--- config.mk ---
export PLATFORM = sky130hd
export DESIGN_NAME = sntl_ctrl
export DESIGN_NICKNAME = d
export VERILOG_FILES = /design/src/rtl/sntl_pkg.sv /design/src/rtl/sntl_ctrl.sv
export SDC_FILE = /design/constraint.sdc
export NUM_CORES = 1
export LEC_CHECK = 0
export BUFFER_PORTS_ARGS = -buffer_cell sky130_fd_sc_hd__buf_4
export CORE_AREA = 2 2 39 41
export CTS_CLUSTER_SIZE = 28
export DETAILED_ROUTE_END_ITERATION = 10
export DIE_AREA = 0 0 41 43
export GPL_ROUTABILITY_DRIVEN = 0
export GPL_TIMING_DRIVEN = 0
export PLACE_DENSITY_LB_ADDON = 0.05
export SLEW_MARGIN = 5
export SYNTH_ARGS = -nofsm -noshare
export SYNTH_HDL_FRONTEND = slang
export SYNTH_SLANG_ARGS = --single-unit
--- constraint.sdc ---
create_clock -name clk -period 1.4 [get_ports clk]
set_input_delay 0.14 -clock clk [delete_from_list [all_inputs] [get_ports clk]]
set_output_delay 0.14 -clock clk [all_outputs]
set_load 0.005 [all_outputs]
--- src/rtl/sntl_pkg.sv ---
// Shared types, codes and helpers for the sorted name table lookup.
// No dependencies; imported by every module of the block.
`default_nettype none

package sntl_pkg;

  localparam int LIB_DEPTH_DEF  = 1024;
  localparam int DYN_DEPTH_DEF  = 16;
  localparam int NAME_CHARS_DEF = 8;

  localparam int NAME_W   = 64;
  localparam int IDX_W    = 10;
  localparam int LCNT_W   = 11;
  localparam int DCNT_W   = 5;
  localparam int CFG_W    = 11;
  localparam int CFG_IX_W = 1;

  localparam logic [CFG_IX_W-1:0] REG_LIBRARY_COUNT = 1'd0;
  localparam logic [CFG_IX_W-1:0] REG_DYNAMIC_COUNT = 1'd1;

  typedef enum logic [1:0] {
    OP_WR_LIB    = 2'd0,
    OP_WR_DYN    = 2'd1,
    OP_FIND_NAME = 2'd2,
    OP_FIND_NUM  = 2'd3
  } op_t;

  typedef enum logic [2:0] {
    S_IDLE,
    S_DYN_CMP,
    S_DYN_PICK,
    S_LIB_ADDR,
    S_LIB_CMP,
    S_FINISH
  } state_t;

  typedef enum logic [2:0] {
    RES_NONE,
    RES_MISS,
    RES_NUM,
    RES_DYN,
    RES_LIB
  } res_sel_t;

  typedef struct packed {
    logic     accept;
    res_sel_t res_sel;
    logic     narrow;
    logic     out_load;
  } ctrl_cmd_t;

  typedef struct packed {
    logic dyn_hit;
    logic lo_lt_hi;
    logic lib_eq;
  } dp_stat_t;

  // keep the first chars bytes up to the first zero byte, clear the rest
  function automatic logic [NAME_W-1:0] norm_name(input logic [NAME_W-1:0] v,
                                                  input int chars);
    logic [NAME_W-1:0] r;
    logic              alive;
    logic [7:0]        b;
    r     = '0;
    alive = 1'b1;
    for (int i = 0; i < 8; i++) begin
      b = v[NAME_W-1-8*i -: 8];
      if (i >= chars || b == 8'd0) begin
        alive = 1'b0;
      end
      if (alive) begin
        r[NAME_W-1-8*i -: 8] = b;
      end
    end
    return r;
  endfunction

endpackage

`default_nettype wire

--- src/rtl/sntl_ctrl.sv ---
// Controller state machine: sequences accept, dynamic scan, binary search
// probes and result hand-off. Uses sntl_pkg; drives the datapath commands.
`default_nettype none

module sntl_ctrl (
  input  logic                clk,
  input  logic                rst,
  input  logic                in_valid,
  output logic                in_ready,
  input  logic [1:0]          op,
  input  logic                scan_dyn,
  output logic                out_valid,
  input  logic                out_ready,
  input  sntl_pkg::dp_stat_t  stat,
  output sntl_pkg::ctrl_cmd_t cmd
);
  import sntl_pkg::*;

  state_t state;
  state_t state_next;

  always_ff @(posedge clk) begin
    if (rst) begin
      state     <= S_IDLE;
      out_valid <= 1'b0;
    end else begin
      state <= state_next;
      if (cmd.out_load) begin
        out_valid <= 1'b1;
      end else if (out_ready) begin
        out_valid <= 1'b0;
      end
    end
  end

  always_comb begin
    state_next   = state;
    in_ready     = 1'b0;
    cmd.accept   = 1'b0;
    cmd.res_sel  = RES_NONE;
    cmd.narrow   = 1'b0;
    cmd.out_load = 1'b0;
    case (state)
      S_IDLE: begin
        in_ready = 1'b1;
        if (in_valid) begin
          cmd.accept = 1'b1;
          case (op_t'(op))
            OP_FIND_NUM: begin
              cmd.res_sel = RES_NUM;
              state_next  = S_FINISH;
            end
            OP_FIND_NAME: begin
              state_next = scan_dyn ? S_DYN_CMP : S_LIB_ADDR;
            end
            default: begin
            end
          endcase
        end
      end
      S_DYN_CMP: begin
        state_next = S_DYN_PICK;
      end
      S_DYN_PICK: begin
        if (stat.dyn_hit) begin
          cmd.res_sel = RES_DYN;
          state_next  = S_FINISH;
        end else begin
          state_next = S_LIB_ADDR;
        end
      end
      S_LIB_ADDR: begin
        if (!stat.lo_lt_hi) begin
          cmd.res_sel = RES_MISS;
          state_next  = S_FINISH;
        end else begin
          state_next = S_LIB_CMP;
        end
      end
      S_LIB_CMP: begin
        if (stat.lib_eq) begin
          cmd.res_sel = RES_LIB;
          state_next  = S_FINISH;
        end else begin
          cmd.narrow = 1'b1;
          state_next = S_LIB_ADDR;
        end
      end
      S_FINISH: begin
        if (!out_valid || out_ready) begin
          cmd.out_load = 1'b1;
          state_next   = S_IDLE;
        end
      end
      default: begin
        state_next = S_IDLE;
      end
    endcase
  end

endmodule

`default_nettype wire

==> impl_metrics.toml <==
[layout]
stdcell_area_um2 = 568
area_growth_pct = 60.4
fillers = 153
final_nets = 78
regArea_um2 = 82.6
multi_input_area_um2 = 244
stdcell_count = 82
diodes = 0
drive_gt1_frac = 0.576
fin_util = 0.410

[power_and_ir_drop]
p_sw_frac = 0.354
power.share.clock = 0.166
pwr-share-seq = 0.189
power.density_nw_per_um2 = 1540
irDropWorstVdd_v = 0.000673
combPwrFrac = 0.645
power.static_leakage_nw = 0.247
switchingPower_w = 0.000309
intPower_w = 0.000565

[clock_tree]
htree_levels = 1
root_buffer = "clkbuf_4"
ctsHoldBuffers = 0
cts.sinks = 4
cts.path.max_buffers = 2
cts_made_buffers = 3
clk_latency_ns = 0.24
cts_tree = "done"
clk_pin_slew_ns = 0.04

[worst_setup_path]
startpoint_type = "flip-flop"
path_max_fanout = 8
crit_path_end_kind = "output port"
arrival_ns = 1.22
critical_path_required_ns = 1.26
critPathKind = "reg2out"

[synthesis]
synth.net_count = 51
async_reset_ff_frac = 0
syn_area_um2 = 354
synth-edff-count = 0
netlist_instances = 41
synth_ff_type = "dfxtp_1"
ys_ff_latch = 4
syn_avg_cell_area_um2 = 8.64
seq_area_frac_synth = 0.226
yosysWarnings = 0
ys_types = 22

[sta]
fin_ws_ns = 0.0394
clock_skew_ns = 0.00413
worstMarginPinSlew_ns = 0.283
fin_crit_ns = 1.36
fmax_mhz = 735
rsz0062_at_grt = "true"
relSlewSlack = 0.811
drv_slew = 0
fin_crit_sh = 0.972
tns_ns = 0
setup_viol = 0
hold_viol = 0

[die]
die_y_um = 43
fp.dieW_um = 41
die-area_um2 = 1760
initial_core_util = 0.256
row_count = 14
io_pins = 18
fp.coreArea_um2 = 1380

[route]
route.detailed.drc = 0
vias_per_cell = 4.50
dr.pass1.iters = 4
antenna_left = 0
drtIter0Drc = 5
wirelength_um = 910
wl_per_cell_um = 11.1
vias = 369

[global_route]
grt_pass1_wl_mm = 1.37
overflow = 0
grt_max_degree = 10
track_usage = 0.118
antenna_found_initial = 0
first_global_vias = 314

[place]
io_buffers = 17
place_inst = 74
dpl_cell_area_um2 = 502
place_worst_setup_slack_ns = 0.176

[worst_hold_path]
hold_path.class = "in2reg"

[run]
cap_violations = 0

[status]
outcome = "complete, no violations"
worst paths after layout:
check / startpoint / end / slack, ns / cells past startpoint
min: rst / out_valid$_SDFFE_PP0P_ / 0.1 / 2
max reg2reg: state[0]$_SDFFE_PP0P_ / state[2]$_SDFFE_PP0P_ / 0.18 / 5
max: state[2]$_SDFFE_PP0P_ / cmd[0] / 0.04 / 5
min reg2reg: out_valid$_SDFFE_PP0P_ / out_valid$_SDFFE_PP0P_ / 0.57 / 2
metal layers:
layer	up-vias	wire length, um	global-route usage
met2	20	380	0.147
met1	151	446	0.169
met3	0	83	0.0157
met4	0	0	0.100
met5	-	0	0
li1	198	-	-
power by group through the flow:
stage	registers [W]	clock network [W]	logic, W
after floorplan	0.000156	0	0.000356
after global placement	0.000157	0	0.000520
after detailed placement	0.000157	0	0.000516
after CTS	0.000155	0.000153	0.000552
after global routing	0.000168	0.000158	0.000614
final	0.000165	0.000145	0.000563
sequential cells by signal, indices dropped and copies added (netlist names):
name / flops
out_valid: 1
state: 3
cell usage after synthesis (2+ instances only):
| cell | instances | share of area |
|---|---|---|
| nor2_1 | 4 | 0.042 |
| a211oi_1 | 2 | 0.042 |
| a21oi_1 | 3 | 0.042 |
| buf_6 | 3 | 0.095 |
| o21ai_0 | 2 | 0.028 |
| nand2b_1 | 2 | 0.035 |
| dfxtp_1 | 4 | 0.23 |
| nor3b_1 | 3 | 0.064 |
| nor3_1 | 5 | 0.071 |
kinds of logic after synthesis:
kind of cell,synth area share
flops,0.226
compound gates,0.251
simple gates,0.417
buf+inv,0.106
critical path: stages, from the launching register on:
cell,delay [ns]
dfxtp_2,0.31
buf_6,0.13
nand2b_4,0.07
or2_4,0.25
nor2b_1,0.10
buf_4,0.11
metrics by stage:
| step | hold WS (ns) | power, W |
|---|---|---|
| 2_1_floorplan | 0.209 | 0.000512 |
| 3_3_place_gp | 0.347 | 0.000676 |
| 3_5_place_dp | 0.345 | 0.000673 |
| 4_1_cts | 0.0911 | 0.000859 |
| 5_1_grt | 0.102 | 0.000940 |
| 6_report | 0.0966 | 0.000874 |
timing repair:
item,4_1_cts,5_1_grt
gates cloned,0,0
endpoints found under the setup margin,2,5
pin swaps,0,1
gates resized for setup,1,3
buffers inserted,3,3
area by class of cell:
type                            count  area share
Buffer                              2      0.0396
Multi-Input combinational cell     33       0.430
Inverter                            1     0.00661
Sequential cell                     4       0.145
Timing Repair Buffer               23       0.304
Tap cell                           16      0.0352
Clock buffer                        3      0.0396
cell usage in the layout (no fill, tap or decap), types with 2 or more instances in the layout:
cell type	synthesis	routed
nor3b_1	3	3
nor2_1	4	4
nand2b_1	2	2
clkbuf_4	0	3
buf_6	3	2
dfxtp_2	0	2
o21ai_0	2	2
dfxtp_1	4	2
a21oi_1	3	3
nor3_1	5	5
buf_4	0	23
(Power assumes the default switching activity.)
